[src/hdl/lob_pkg.sv]
package lob_pkg;

    localparam int ID_W    = 32;
    localparam int COUNT_W = 11;

    typedef enum logic [1:0] {
        CMD_LIMIT  = 2'd0,
        CMD_MARKET = 2'd1,
        CMD_CANCEL = 2'd2,
        CMD_CLEAR  = 2'd3
    } t_cmd;

    typedef enum logic [2:0] {
        KIND_TRADE     = 3'd0,
        KIND_RESTED    = 3'd1,
        KIND_DONE      = 3'd2,
        KIND_CANCELLED = 3'd3,
        KIND_NOT_FOUND = 3'd4,
        KIND_REJECTED  = 3'd5,
        KIND_FULL      = 3'd6,
        KIND_CLEARED   = 3'd7
    } t_kind;

    typedef struct packed {
        logic  in_ready;
        logic  clear_book;
        logic  take_id;
        logic  scan_start;
        logic  fill;
        logic  free_start;
        logic  free_step;
        logic  cancel_kill;
        logic  emit_final;
        t_kind fin_kind;
    } t_ctrl;

    typedef struct packed {
        logic in_valid;
        t_cmd cmd;
        logic qty_zero;
        logic scan_last;
        logic best_found;
        logic fills_max;
        logic free_here;
        logic free_last;
        logic out_free;
    } t_stat;

endpackage

[src/hdl/lob_in_if.sv]
interface lob_in_if #(
    parameter int PRICE_BITS = 16,
    parameter int QTY_BITS   = 16
);
    logic                  valid;
    logic                  ready;
    logic [1:0]            cmd;
    logic                  side;
    logic [PRICE_BITS-1:0] limit_price;
    logic [QTY_BITS-1:0]   quantity;
    logic [31:0]           target_id;

    modport source (output valid, cmd, side, limit_price, quantity, target_id, input ready);
    modport sink   (input valid, cmd, side, limit_price, quantity, target_id, output ready);
endinterface

[src/hdl/lob_out_if.sv]
interface lob_out_if #(
    parameter int PRICE_BITS = 16,
    parameter int QTY_BITS   = 16
);
    logic                  valid;
    logic                  ready;
    logic [2:0]            kind;
    logic [31:0]           subject_id;
    logic [31:0]           bid_oid;
    logic [31:0]           ask_oid;
    logic [PRICE_BITS-1:0] trade_price;
    logic [QTY_BITS-1:0]   trade_quantity;
    logic [QTY_BITS-1:0]   remaining_quantity;
    logic [10:0]           resting_count;
    logic                  last;

    modport source (output valid, kind, subject_id, bid_oid, ask_oid, trade_price,
                    trade_quantity, remaining_quantity, resting_count, last, input ready);
    modport sink   (input valid, kind, subject_id, bid_oid, ask_oid, trade_price,
                    trade_quantity, remaining_quantity, resting_count, last, output ready);
endinterface

[src/hdl/lob_ctrl.sv]
module lob_ctrl (
    input  logic           i_clk,
    input  logic           i_rst_n,
    input  lob_pkg::t_stat i_stat,
    output lob_pkg::t_ctrl o_ctrl
);
    import lob_pkg::*;

    typedef enum logic [8:0] {
        S_IDLE     = 9'b000000001,
        S_DISPATCH = 9'b000000010,
        S_MSCAN    = 9'b000000100,
        S_MDECIDE  = 9'b000001000,
        S_FILL     = 9'b000010000,
        S_FSCAN    = 9'b000100000,
        S_CSCAN    = 9'b001000000,
        S_CDECIDE  = 9'b010000000,
        S_FIN      = 9'b100000000
    } t_state;

    t_state r_state, n_state;
    t_kind  r_kind, n_kind;

    always_ff @(posedge i_clk) begin
        if (!i_rst_n) begin
            r_state <= S_IDLE;
            r_kind  <= KIND_DONE;
        end else begin
            r_state <= n_state;
            r_kind  <= n_kind;
        end
    end

    always_comb begin
        n_state = r_state;
        n_kind  = r_kind;
        o_ctrl  = '0;
        o_ctrl.fin_kind = r_kind;
        unique case (r_state)
            S_IDLE: begin
                o_ctrl.in_ready = 1'b1;
                if (i_stat.in_valid) n_state = S_DISPATCH;
            end
            S_DISPATCH: begin
                unique case (i_stat.cmd)
                    CMD_CLEAR: begin
                        o_ctrl.clear_book = 1'b1;
                        n_kind  = KIND_CLEARED;
                        n_state = S_FIN;
                    end
                    CMD_CANCEL: begin
                        o_ctrl.scan_start = 1'b1;
                        n_state = S_CSCAN;
                    end
                    default: begin
                        if (i_stat.qty_zero) begin
                            n_kind  = KIND_REJECTED;
                            n_state = S_FIN;
                        end else begin
                            o_ctrl.take_id    = 1'b1;
                            o_ctrl.scan_start = 1'b1;
                            n_state = S_MSCAN;
                        end
                    end
                endcase
            end
            S_MSCAN: begin
                if (i_stat.scan_last) n_state = S_MDECIDE;
            end
            S_MDECIDE: begin
                if (!i_stat.qty_zero && !i_stat.fills_max && i_stat.best_found) begin
                    n_state = S_FILL;
                end else if (i_stat.qty_zero || i_stat.cmd == CMD_MARKET) begin
                    n_kind  = KIND_DONE;
                    n_state = S_FIN;
                end else begin
                    o_ctrl.free_start = 1'b1;
                    n_state = S_FSCAN;
                end
            end
            S_FILL: begin
                if (i_stat.out_free) begin
                    o_ctrl.fill       = 1'b1;
                    o_ctrl.scan_start = 1'b1;
                    n_state = S_MSCAN;
                end
            end
            S_FSCAN: begin
                o_ctrl.free_step = 1'b1;
                if (i_stat.free_here) begin
                    n_kind  = KIND_RESTED;
                    n_state = S_FIN;
                end else if (i_stat.free_last) begin
                    n_kind  = KIND_FULL;
                    n_state = S_FIN;
                end
            end
            S_CSCAN: begin
                if (i_stat.scan_last) n_state = S_CDECIDE;
            end
            S_CDECIDE: begin
                o_ctrl.cancel_kill = i_stat.best_found;
                n_kind  = i_stat.best_found ? KIND_CANCELLED : KIND_NOT_FOUND;
                n_state = S_FIN;
            end
            S_FIN: begin
                if (i_stat.out_free) begin
                    o_ctrl.emit_final = 1'b1;
                    n_state = S_IDLE;
                end
            end
            default: n_state = S_IDLE;
        endcase
    end

endmodule

[src/hdl/lob_dp.sv]
module lob_dp #(
    parameter int ORDER_SLOTS = 32,
    parameter int PRICE_BITS  = 16,
    parameter int QTY_BITS    = 16
) (
    input  logic           i_clk,
    input  logic           i_rst_n,
    input  lob_pkg::t_ctrl i_ctrl,
    output lob_pkg::t_stat o_stat,
    lob_in_if.sink         i_ord,
    lob_out_if.source      o_res
);
    import lob_pkg::*;

    localparam int AW = (ORDER_SLOTS > 1) ? $clog2(ORDER_SLOTS) : 1;
    localparam int CW = $clog2(ORDER_SLOTS + 1);
    localparam logic [AW-1:0] LAST = AW'(ORDER_SLOTS - 1);
    localparam logic [CW-1:0] FULL_N = CW'(ORDER_SLOTS);

    typedef struct packed {
        logic                  is_bid;
        logic [PRICE_BITS-1:0] price;
        logic [QTY_BITS-1:0]   qty;
        logic [ID_W-1:0]       id;
    } t_slot;

    t_slot                  r_mem [ORDER_SLOTS];
    t_slot                  r_rd;
    logic [ORDER_SLOTS-1:0] r_valid;
    logic [CW-1:0]          r_count;

    t_cmd                  r_cmd;
    logic                  r_side;
    logic [PRICE_BITS-1:0] r_price;
    logic [QTY_BITS-1:0]   r_qty;
    logic [ID_W-1:0]       r_target;
    logic [ID_W-1:0]       r_id;
    logic [ID_W-1:0]       r_next_id;
    logic [CW-1:0]         r_nfill;

    logic [AW-1:0] r_addr;
    logic          r_issuing;
    logic          r_eval_valid;
    logic [AW-1:0] r_eval_idx;

    logic                  r_best_found;
    logic [AW-1:0]         r_best_idx;
    logic [PRICE_BITS-1:0] r_best_price;
    logic [QTY_BITS-1:0]   r_best_qty;
    logic [ID_W-1:0]       r_best_id;

    logic                  r_out_valid;
    t_kind                 r_out_kind;
    logic [ID_W-1:0]       r_out_oid;
    logic [ID_W-1:0]       r_out_buyer;
    logic [ID_W-1:0]       r_out_seller;
    logic [PRICE_BITS-1:0] r_out_price;
    logic [QTY_BITS-1:0]   r_out_tqty;
    logic [QTY_BITS-1:0]   r_out_rem;
    logic [CW-1:0]         r_out_count;
    logic                  r_out_last;

    logic                  accept;
    logic                  out_free;
    logic                  cand_valid;
    logic                  match_ok;
    logic                  better;
    logic                  cancel_ok;
    logic                  hit;
    logic [QTY_BITS-1:0]   fill_qty;
    logic [QTY_BITS-1:0]   slot_left;
    logic                  free_here;
    logic                  rest_write;
    logic [ID_W-1:0]       id_inc;

    assign accept   = i_ord.valid && i_ctrl.in_ready;
    assign out_free = !r_out_valid || o_res.ready;
    assign i_ord.ready = i_ctrl.in_ready;

    // candidate evaluation on the registered read
    assign cand_valid = r_valid[r_eval_idx];
    assign match_ok   = cand_valid && (r_rd.is_bid != r_side)
                     && (r_cmd == CMD_MARKET
                         || (r_side ? (r_rd.price <= r_price) : (r_rd.price >= r_price)));
    assign better     = !r_best_found
                     || ((r_rd.price == r_best_price) ? (r_rd.id < r_best_id)
                         : (r_side ? (r_rd.price < r_best_price) : (r_rd.price > r_best_price)));
    assign cancel_ok  = cand_valid && (r_rd.id == r_target) && !r_best_found;
    assign hit        = r_eval_valid && ((r_cmd == CMD_CANCEL) ? cancel_ok : (match_ok && better));

    assign fill_qty   = (r_qty < r_best_qty) ? r_qty : r_best_qty;
    assign slot_left  = r_best_qty - fill_qty;
    assign free_here  = !r_valid[r_addr];
    assign rest_write = i_ctrl.free_step && free_here;
    assign id_inc     = r_next_id + 1'b1;

    assign o_stat.in_valid   = i_ord.valid;
    assign o_stat.cmd        = r_cmd;
    assign o_stat.qty_zero   = (r_qty == '0);
    assign o_stat.scan_last  = r_eval_valid && (r_eval_idx == LAST);
    assign o_stat.best_found = r_best_found;
    assign o_stat.fills_max  = (r_nfill == FULL_N);
    assign o_stat.free_here  = free_here;
    assign o_stat.free_last  = (r_addr == LAST);
    assign o_stat.out_free   = out_free;

    // item registers
    always_ff @(posedge i_clk) begin
        if (accept) begin
            r_cmd    <= t_cmd'(i_ord.cmd);
            r_side   <= i_ord.side;
            r_price  <= i_ord.limit_price;
            r_qty    <= i_ord.quantity;
            r_target <= i_ord.target_id;
        end else if (i_ctrl.fill) begin
            r_qty <= r_qty - fill_qty;
        end
    end

    always_ff @(posedge i_clk) begin
        if (!i_rst_n) begin
            r_next_id <= ID_W'(1);
            r_nfill   <= '0;
        end else begin
            if (accept) r_nfill <= '0;
            else if (i_ctrl.fill) r_nfill <= r_nfill + 1'b1;
            if (i_ctrl.take_id) begin
                r_id      <= r_next_id;
                r_next_id <= (id_inc == '0) ? ID_W'(1) : id_inc;
            end
        end
    end

    // slot memory
    always_ff @(posedge i_clk) begin
        if (i_ctrl.fill) begin
            r_mem[r_best_idx] <= '{is_bid: !r_side, price: r_best_price,
                                   qty: slot_left, id: r_best_id};
        end else if (rest_write) begin
            r_mem[r_addr] <= '{is_bid: r_side, price: r_price, qty: r_qty, id: r_id};
        end
        if (r_issuing) r_rd <= r_mem[r_addr];
    end

    always_ff @(posedge i_clk) begin
        if (!i_rst_n) begin
            r_valid <= '0;
            r_count <= '0;
        end else if (i_ctrl.clear_book) begin
            r_valid <= '0;
            r_count <= '0;
        end else if (i_ctrl.fill) begin
            if (slot_left == '0) begin
                r_valid[r_best_idx] <= 1'b0;
                r_count <= r_count - 1'b1;
            end
        end else if (rest_write) begin
            r_valid[r_addr] <= 1'b1;
            r_count <= r_count + 1'b1;
        end else if (i_ctrl.cancel_kill) begin
            r_valid[r_best_idx] <= 1'b0;
            r_count <= r_count - 1'b1;
        end
    end

    // slot scan sequencing
    always_ff @(posedge i_clk) begin
        if (!i_rst_n) begin
            r_addr       <= '0;
            r_issuing    <= 1'b0;
            r_eval_valid <= 1'b0;
            r_eval_idx   <= '0;
        end else if (i_ctrl.scan_start) begin
            r_addr       <= '0;
            r_issuing    <= 1'b1;
            r_eval_valid <= 1'b0;
        end else if (i_ctrl.free_start) begin
            r_addr <= '0;
        end else if (i_ctrl.free_step) begin
            if (!free_here && r_addr != LAST) r_addr <= r_addr + 1'b1;
        end else begin
            r_eval_valid <= r_issuing;
            r_eval_idx   <= r_addr;
            if (r_issuing) begin
                if (r_addr == LAST) r_issuing <= 1'b0;
                else r_addr <= r_addr + 1'b1;
            end
        end
    end

    always_ff @(posedge i_clk) begin
        if (!i_rst_n) begin
            r_best_found <= 1'b0;
        end else if (i_ctrl.scan_start) begin
            r_best_found <= 1'b0;
        end else if (hit) begin
            r_best_found <= 1'b1;
            r_best_idx   <= r_eval_idx;
            r_best_price <= r_rd.price;
            r_best_qty   <= r_rd.qty;
            r_best_id    <= r_rd.id;
        end
    end

    // result register
    always_ff @(posedge i_clk) begin
        if (!i_rst_n) begin
            r_out_valid <= 1'b0;
        end else if (i_ctrl.fill || i_ctrl.emit_final) begin
            r_out_valid <= 1'b1;
        end else if (o_res.ready) begin
            r_out_valid <= 1'b0;
        end
    end

    always_ff @(posedge i_clk) begin
        if (i_ctrl.fill) begin
            r_out_kind   <= KIND_TRADE;
            r_out_oid    <= r_id;
            r_out_buyer  <= r_side ? r_id : r_best_id;
            r_out_seller <= r_side ? r_best_id : r_id;
            r_out_price  <= r_best_price;
            r_out_tqty   <= fill_qty;
            r_out_rem    <= r_qty - fill_qty;
            r_out_count  <= (slot_left == '0) ? (r_count - 1'b1) : r_count;
            r_out_last   <= 1'b0;
        end else if (i_ctrl.emit_final) begin
            r_out_kind   <= i_ctrl.fin_kind;
            r_out_buyer  <= '0;
            r_out_seller <= '0;
            r_out_price  <= '0;
            r_out_tqty   <= '0;
            r_out_count  <= r_count;
            r_out_last   <= 1'b1;
            case (i_ctrl.fin_kind) inside
                KIND_REJECTED, KIND_CLEARED:   r_out_oid <= '0;
                KIND_CANCELLED, KIND_NOT_FOUND: r_out_oid <= r_target;
                default:                        r_out_oid <= r_id;
            endcase
            case (i_ctrl.fin_kind) inside
                KIND_DONE, KIND_RESTED, KIND_FULL: r_out_rem <= r_qty;
                default:                           r_out_rem <= '0;
            endcase
        end
    end

    assign o_res.valid              = r_out_valid;
    assign o_res.kind               = r_out_kind;
    assign o_res.subject_id         = r_out_oid;
    assign o_res.bid_oid            = r_out_buyer;
    assign o_res.ask_oid            = r_out_seller;
    assign o_res.trade_price        = r_out_price;
    assign o_res.trade_quantity     = r_out_tqty;
    assign o_res.remaining_quantity = r_out_rem;
    assign o_res.resting_count      = COUNT_W'(r_out_count);
    assign o_res.last               = r_out_last;

    a_count_range: assert property (@(posedge i_clk) disable iff (!i_rst_n)
        r_count <= FULL_N)
        else $error("resting count beyond slot count");

    a_fill_has_best: assert property (@(posedge i_clk) disable iff (!i_rst_n)
        i_ctrl.fill |-> r_best_found && r_valid[r_best_idx] && r_qty != '0)
        else $error("fill without a valid best order");

    a_rest_slot_free: assert property (@(posedge i_clk) disable iff (!i_rst_n)
        rest_write |=> r_valid[$past(r_addr)])
        else $error("rested order not marked valid");

    a_result_not_lost: assert property (@(posedge i_clk) disable iff (!i_rst_n)
        (i_ctrl.fill || i_ctrl.emit_final) |-> out_free)
        else $error("result loaded over a waiting result");

endmodule

[src/hdl/limit_order_book_matcher.sv]
// channel  direction  carries
// i_ord    in         cmd, side, limit_price, quantity, target_id
// o_res    out        kind, order ids, trade price and quantity, remaining, count, last
//
// each slot scan reads one entry a cycle and ends in a decision
// a limit or market order takes one scan per fill plus one more,
// then a search for a free slot when it rests
// cancel takes one scan and its decision; clear and reject go straight to the final result
// synchronous active-low reset empties the book and sets the next id to one
// a stalled result holds the block before the next fill or final result
module limit_order_book_matcher #(
    parameter int ORDER_SLOTS = 32,
    parameter int PRICE_BITS  = 16,
    parameter int QTY_BITS    = 16
) (
    input  logic      i_clk,
    input  logic      i_rst_n,
    lob_in_if.sink    i_ord,
    lob_out_if.source o_res
);
    import lob_pkg::*;

    t_ctrl ctrl;
    t_stat stat;

    lob_ctrl u_ctrl (
        .i_clk   (i_clk),
        .i_rst_n (i_rst_n),
        .i_stat  (stat),
        .o_ctrl  (ctrl)
    );

    lob_dp #(
        .ORDER_SLOTS (ORDER_SLOTS),
        .PRICE_BITS  (PRICE_BITS),
        .QTY_BITS    (QTY_BITS)
    ) u_dp (
        .i_clk   (i_clk),
        .i_rst_n (i_rst_n),
        .i_ctrl  (ctrl),
        .o_stat  (stat),
        .i_ord   (i_ord),
        .o_res   (o_res)
    );

endmodule

[src/flat_wrapper.sv]
// flat-port wrapper written by rule: the top's interface ports become plain ports
module limit_order_book_matcher_flat import lob_pkg::*;
#(
    parameter int ORDER_SLOTS = 32,
    parameter int PRICE_BITS  = 16,
    parameter int QTY_BITS    = 16
)
  (i_clk, i_rst_n, i_ord_valid, i_ord_cmd, i_ord_side, i_ord_limit_price, i_ord_quantity, i_ord_target_id, i_ord_ready, o_res_valid, o_res_kind, o_res_subject_id, o_res_bid_oid, o_res_ask_oid, o_res_trade_price, o_res_trade_quantity, o_res_remaining_quantity, o_res_resting_count, o_res_last, o_res_ready);
  lob_in_if #(.PRICE_BITS(PRICE_BITS), .QTY_BITS(QTY_BITS)) i_ord_i ();
  lob_out_if #(.PRICE_BITS(PRICE_BITS), .QTY_BITS(QTY_BITS)) o_res_i ();
  input  logic i_clk;
  input  logic i_rst_n;
  input wire logic [$bits(i_ord_i.valid)-1:0] i_ord_valid;
  input wire logic [$bits(i_ord_i.cmd)-1:0] i_ord_cmd;
  input wire logic [$bits(i_ord_i.side)-1:0] i_ord_side;
  input wire logic [$bits(i_ord_i.limit_price)-1:0] i_ord_limit_price;
  input wire logic [$bits(i_ord_i.quantity)-1:0] i_ord_quantity;
  input wire logic [$bits(i_ord_i.target_id)-1:0] i_ord_target_id;
  output wire logic [$bits(i_ord_i.ready)-1:0] i_ord_ready;
  output wire logic [$bits(o_res_i.valid)-1:0] o_res_valid;
  output wire logic [$bits(o_res_i.kind)-1:0] o_res_kind;
  output wire logic [$bits(o_res_i.subject_id)-1:0] o_res_subject_id;
  output wire logic [$bits(o_res_i.bid_oid)-1:0] o_res_bid_oid;
  output wire logic [$bits(o_res_i.ask_oid)-1:0] o_res_ask_oid;
  output wire logic [$bits(o_res_i.trade_price)-1:0] o_res_trade_price;
  output wire logic [$bits(o_res_i.trade_quantity)-1:0] o_res_trade_quantity;
  output wire logic [$bits(o_res_i.remaining_quantity)-1:0] o_res_remaining_quantity;
  output wire logic [$bits(o_res_i.resting_count)-1:0] o_res_resting_count;
  output wire logic [$bits(o_res_i.last)-1:0] o_res_last;
  input wire logic [$bits(o_res_i.ready)-1:0] o_res_ready;
  assign i_ord_i.valid = i_ord_valid;
  assign i_ord_i.cmd = i_ord_cmd;
  assign i_ord_i.side = i_ord_side;
  assign i_ord_i.limit_price = i_ord_limit_price;
  assign i_ord_i.quantity = i_ord_quantity;
  assign i_ord_i.target_id = i_ord_target_id;
  assign i_ord_ready = i_ord_i.ready;
  assign o_res_valid = o_res_i.valid;
  assign o_res_kind = o_res_i.kind;
  assign o_res_subject_id = o_res_i.subject_id;
  assign o_res_bid_oid = o_res_i.bid_oid;
  assign o_res_ask_oid = o_res_i.ask_oid;
  assign o_res_trade_price = o_res_i.trade_price;
  assign o_res_trade_quantity = o_res_i.trade_quantity;
  assign o_res_remaining_quantity = o_res_i.remaining_quantity;
  assign o_res_resting_count = o_res_i.resting_count;
  assign o_res_last = o_res_i.last;
  assign o_res_i.ready = o_res_ready;
  limit_order_book_matcher #(.ORDER_SLOTS(ORDER_SLOTS), .PRICE_BITS(PRICE_BITS), .QTY_BITS(QTY_BITS)) u_core (.i_clk(i_clk), .i_rst_n(i_rst_n), .i_ord(i_ord_i), .o_res(o_res_i));
endmodule
[config.mk]
export PLATFORM = sky130hd
export DESIGN_NAME = limit_order_book_matcher_flat
export DESIGN_NICKNAME = d
export VERILOG_FILES = /design/src/hdl/lob_pkg.sv /design/src/hdl/lob_in_if.sv /design/src/hdl/lob_out_if.sv /design/src/hdl/lob_ctrl.sv /design/src/hdl/lob_dp.sv /design/src/hdl/limit_order_book_matcher.sv /design/src/flat_wrapper.sv
export SDC_FILE = /design/constraint.sdc
export NUM_CORES = 2
export LEC_CHECK = 0
export BUFFER_PORTS_ARGS = -buffer_cell sky130_fd_sc_hd__buf_4
export CAP_MARGIN = 30
export CORE_UTILIZATION = 45
export DETAILED_ROUTE_END_ITERATION = 10
export PLACE_DENSITY_LB_ADDON = 0.2
export SLEW_MARGIN = 0
export SYNTH_ARGS = -nofsm -noshare
export SYNTH_HDL_FRONTEND = slang
export SYNTH_SLANG_ARGS = --single-unit
export TNS_END_PERCENT = 50
[constraint.sdc]
create_clock -name i_clk -period 24.2 [get_ports i_clk]
set_input_delay 4.84 -clock i_clk [delete_from_list [all_inputs] [get_ports i_clk]]
set_output_delay 4.84 -clock i_clk [all_outputs]
set_load 0.005 [all_outputs]
==> metrics.cfg <==
[drt]
drt-initial-drc-count = 6775
drt_pass1_iterations = 6
drcViolationCount = 0
wl_per_cell_um = 29.4
ant_nets = 0
num_vias = 56000
vias_per_cell = 6.10
totalWireLength_um = 269000

[final_layout]
final.fill_count = 18000
area_growth_pct = 14.7
seq_area_um2 = 76100
multi_input_area_um2 = 25900
fin_util_pct = 51.9
fin_area_um2 = 118000
nets = 6152
layout-drive-gt1-share_pct = 23.1
instances_no_fill = 9173

[setup_path]
critPathLaunchType = input port
critPathMaxFanout = 40
worst-path-stages = 8
end_kind = flop
critPathSlowestCell = buf_4
slowest_delay_ps = 830
cpLargestDelayFamily = buffers and inverters
path_common_cell = buf_4
rr_worst_depth = 19
critPathRequiredTime_ps = 24740
crit_buf_inv = 4
worstPathArrival_ps = 8270
critical_path_class = input port to flop
path_cells = buf_4 -> nor2b_1 -> nor2_4 -> buf_4 -> a32oi_1 -> buf_4 -> nor2_4 -> buf_4

[job]
maxCapViolations = 0

[yosys]
synth_mux_area_share_pct = 12.7
syn_inst = 5608
synth_top_area_share_pct = 71.9
synth_top_area_cell = edfxtp_1
synthAdderAreaFrac_pct = 1.34
yosysMostFrequentCell = edfxtp_1
syn_avg_cell_area_um2 = 18.3
synthTopCellsByArea = edfxtp_1 72%, mux4_2 12%, dfxtp_1 2.1%
yosysSeqAreaShare_pct = 74.0
ys.warnings.count = 0
synth_flop_cell = edfxtp_1
async_flop_share_pct = 0
synth_edf_count = 2463
synth_top_family_by_area = multiplexers
synth-compound-area-share_pct = 5.13
synth_common_cells = 2463 x edfxtp_1, 538 x mux4_2, 326 x nand2_1, 282 x nor2_1, 268 x a22oi_1
synth.ff_latch_count = 2569
synthXorXnorAreaFrac_pct = 0.681
synth_area_um2 = 103000
synth_simple_gate_area_share_pct = 4.52
synth_cell_types = 83

[placement]
dp.final_hpwl_um = 165000
place_area_um2 = 109000
io_buffers = 226
gp_congestion = 0.912
place_ws_ps = 15590
place_inst = 8694

[floorplan]
die_width_um = 480
die-height_um = 480
io_pins = 232
core_area_um2 = 227000
dieArea_um2 = 230000
rows = 175
start_util_pct = 45.2

[worst_hold_path]
min_path_type = flop to flop
whs_path_depth = 0

[power_and_ir_drop]
power_density_nw_per_um2 = 86.1
peakVddDrop_v = 0.0000794
p_leak_nw = 37.7
power_mw = 10.2

[timing]
period_needed_ps = 7730
report.final.slew_viol_count = 0
clock_skew_ps = 47.5
tightest_slew_ps = 1060
setup_viol = 0
final_hold_viol_count = 0
rsz0062_at_grt = false
setup_ws_ps = 16470
fin_crit_sh_pct = 31.9
whs_ps = 416
finalSetupTns_ps = 0
slew_headroom_pct = 29.1
max_freq_mhz = 129

[clocking]
h-tree-depth = 5
cts_sinks = 2569
cts_setup_buffers = 0
cts_root_buffer = clkbuf_16
cts_tree = built
clockBufferDepth = 4
insertion_delay_ps = 930
postCtsHoldBufs = 0
clk_pin_slew_worst_paths_ps = 60
cts_made_buffers = 277
ctsResizeCount = 0

[global_routing]
grt_usage_pct = 23.3
grt_start_max_net_pins = 115
overflow = 0
grt_pass1_vias = 54500
grt_pass1_wl_um = 388000
antenna_found_initial = 19

[status]
status = complete, no violations

==> worst reg2reg max path, delay by kind of cell (launching register included) <==
kind,cells,cell delay [ps]
compound gates,4,980
mux,2,600
buf+inv,1,260
simple gates,10,3980
flops,1,560
fa+ha+maj,2,680
==> cells in the final DEF (no fill, tap or decap), types with 43 or more instances in the layout <==
| cell type | instances |
|---|---|
| a22oi_1 | 268 |
| edfxtp_1 | 2463 |
| nand2_1 | 326 |
| nor3_1 | 43 |
| mux2i_1 | 92 |
| clkbuf_16 | 282 |
| nor2_1 | 243 |
| dfxtp_1 | 103 |
| xor2_1 | 47 |
| mux4_2 | 538 |
| clkbuf_1 | 65 |
| o21ai_0 | 107 |
| buf_4 | 363 |
| a21oi_1 | 162 |
| clkinv_1 | 54 |
| nand4_1 | 104 |
| ha_1 | 103 |
| inv_1 | 110 |
| a31oi_1 | 50 |
==> flip-flops by register name, indices dropped and copies added, names as in the netlist, 9 cells and up <==
register	count
u_core.u_ctrl.r_state	9
u_core.u_dp.o_res.ask_oid	32
u_core.u_dp.o_res.bid_oid	32
u_core.u_dp.o_res.remaining_quantity	16
u_core.u_dp.o_res.subject_id	32
u_core.u_dp.o_res.trade_price	16
u_core.u_dp.o_res.trade_quantity	16
u_core.u_dp.r_best_id	32
u_core.u_dp.r_best_price	16
u_core.u_dp.r_best_qty	16
u_core.u_dp.r_id	32
u_core.u_dp.r_mem	2080
u_core.u_dp.r_next_id	32
u_core.u_dp.r_price	16
u_core.u_dp.r_qty	16
u_core.u_dp.r_rd	65
u_core.u_dp.r_target	32
u_core.u_dp.r_valid	32
==> area by class of cell <==
cell class	count	area share, %
flip-flops and latches	2569	64.5
clock buffers	352	6.25
multi-input cells	2614	21.9
repair buffers	403	3.03
well taps	3009	3.19
diodes	3	0.00636
clock inverters	112	0.726
inverters	111	0.354
==> cells by family (layout without fill, tap and decap cells) <==
group	count (synthesis)	count (layout)
DFF	2569	2569
other	1	8
xor gates and xnor gates	80	80
buffers and inverters	429	978
AOI/OAI and AO/OA	809	809
and+or+nand+nor	977	977
adders and majority gates	110	110
muxes	633	633
==> layer usage <==
layer | vias to the layer above | part of all wire [%] | global-route usage (%)
li1 | 23500 | - | -
met1 | 29600 | 44 | 35.6
met2 | 2506 | 45 | 34.8
met3 | 324 | 8.6 | 3.82
met4 | 0 | 2.1 | 5.65
met5 | - | 0 | 0
==> power by group <==
part	internal, mW	switching (mW)	total [mW]
Combinational	0.329	0.708	1.04
Clock	2.28	1.65	3.93
Sequential	5.14	0.0557	5.19
==> final timing paths <==
check	slack, ps	endpoint	start
max	16470	u_core.u_dp.r_mem[11][49]	o_res_ready
min	420	u_core.u_dp.r_best_qty[3]	u_core.u_dp.r_rd[35]
max reg2reg	16980	u_core.u_dp.r_valid[31]	u_core.u_dp.r_qty[15]
min reg2reg	420	u_core.u_dp.r_best_qty[3]	u_core.u_dp.r_rd[35]
No activity file was read; power rests on OpenSTA's default activity.
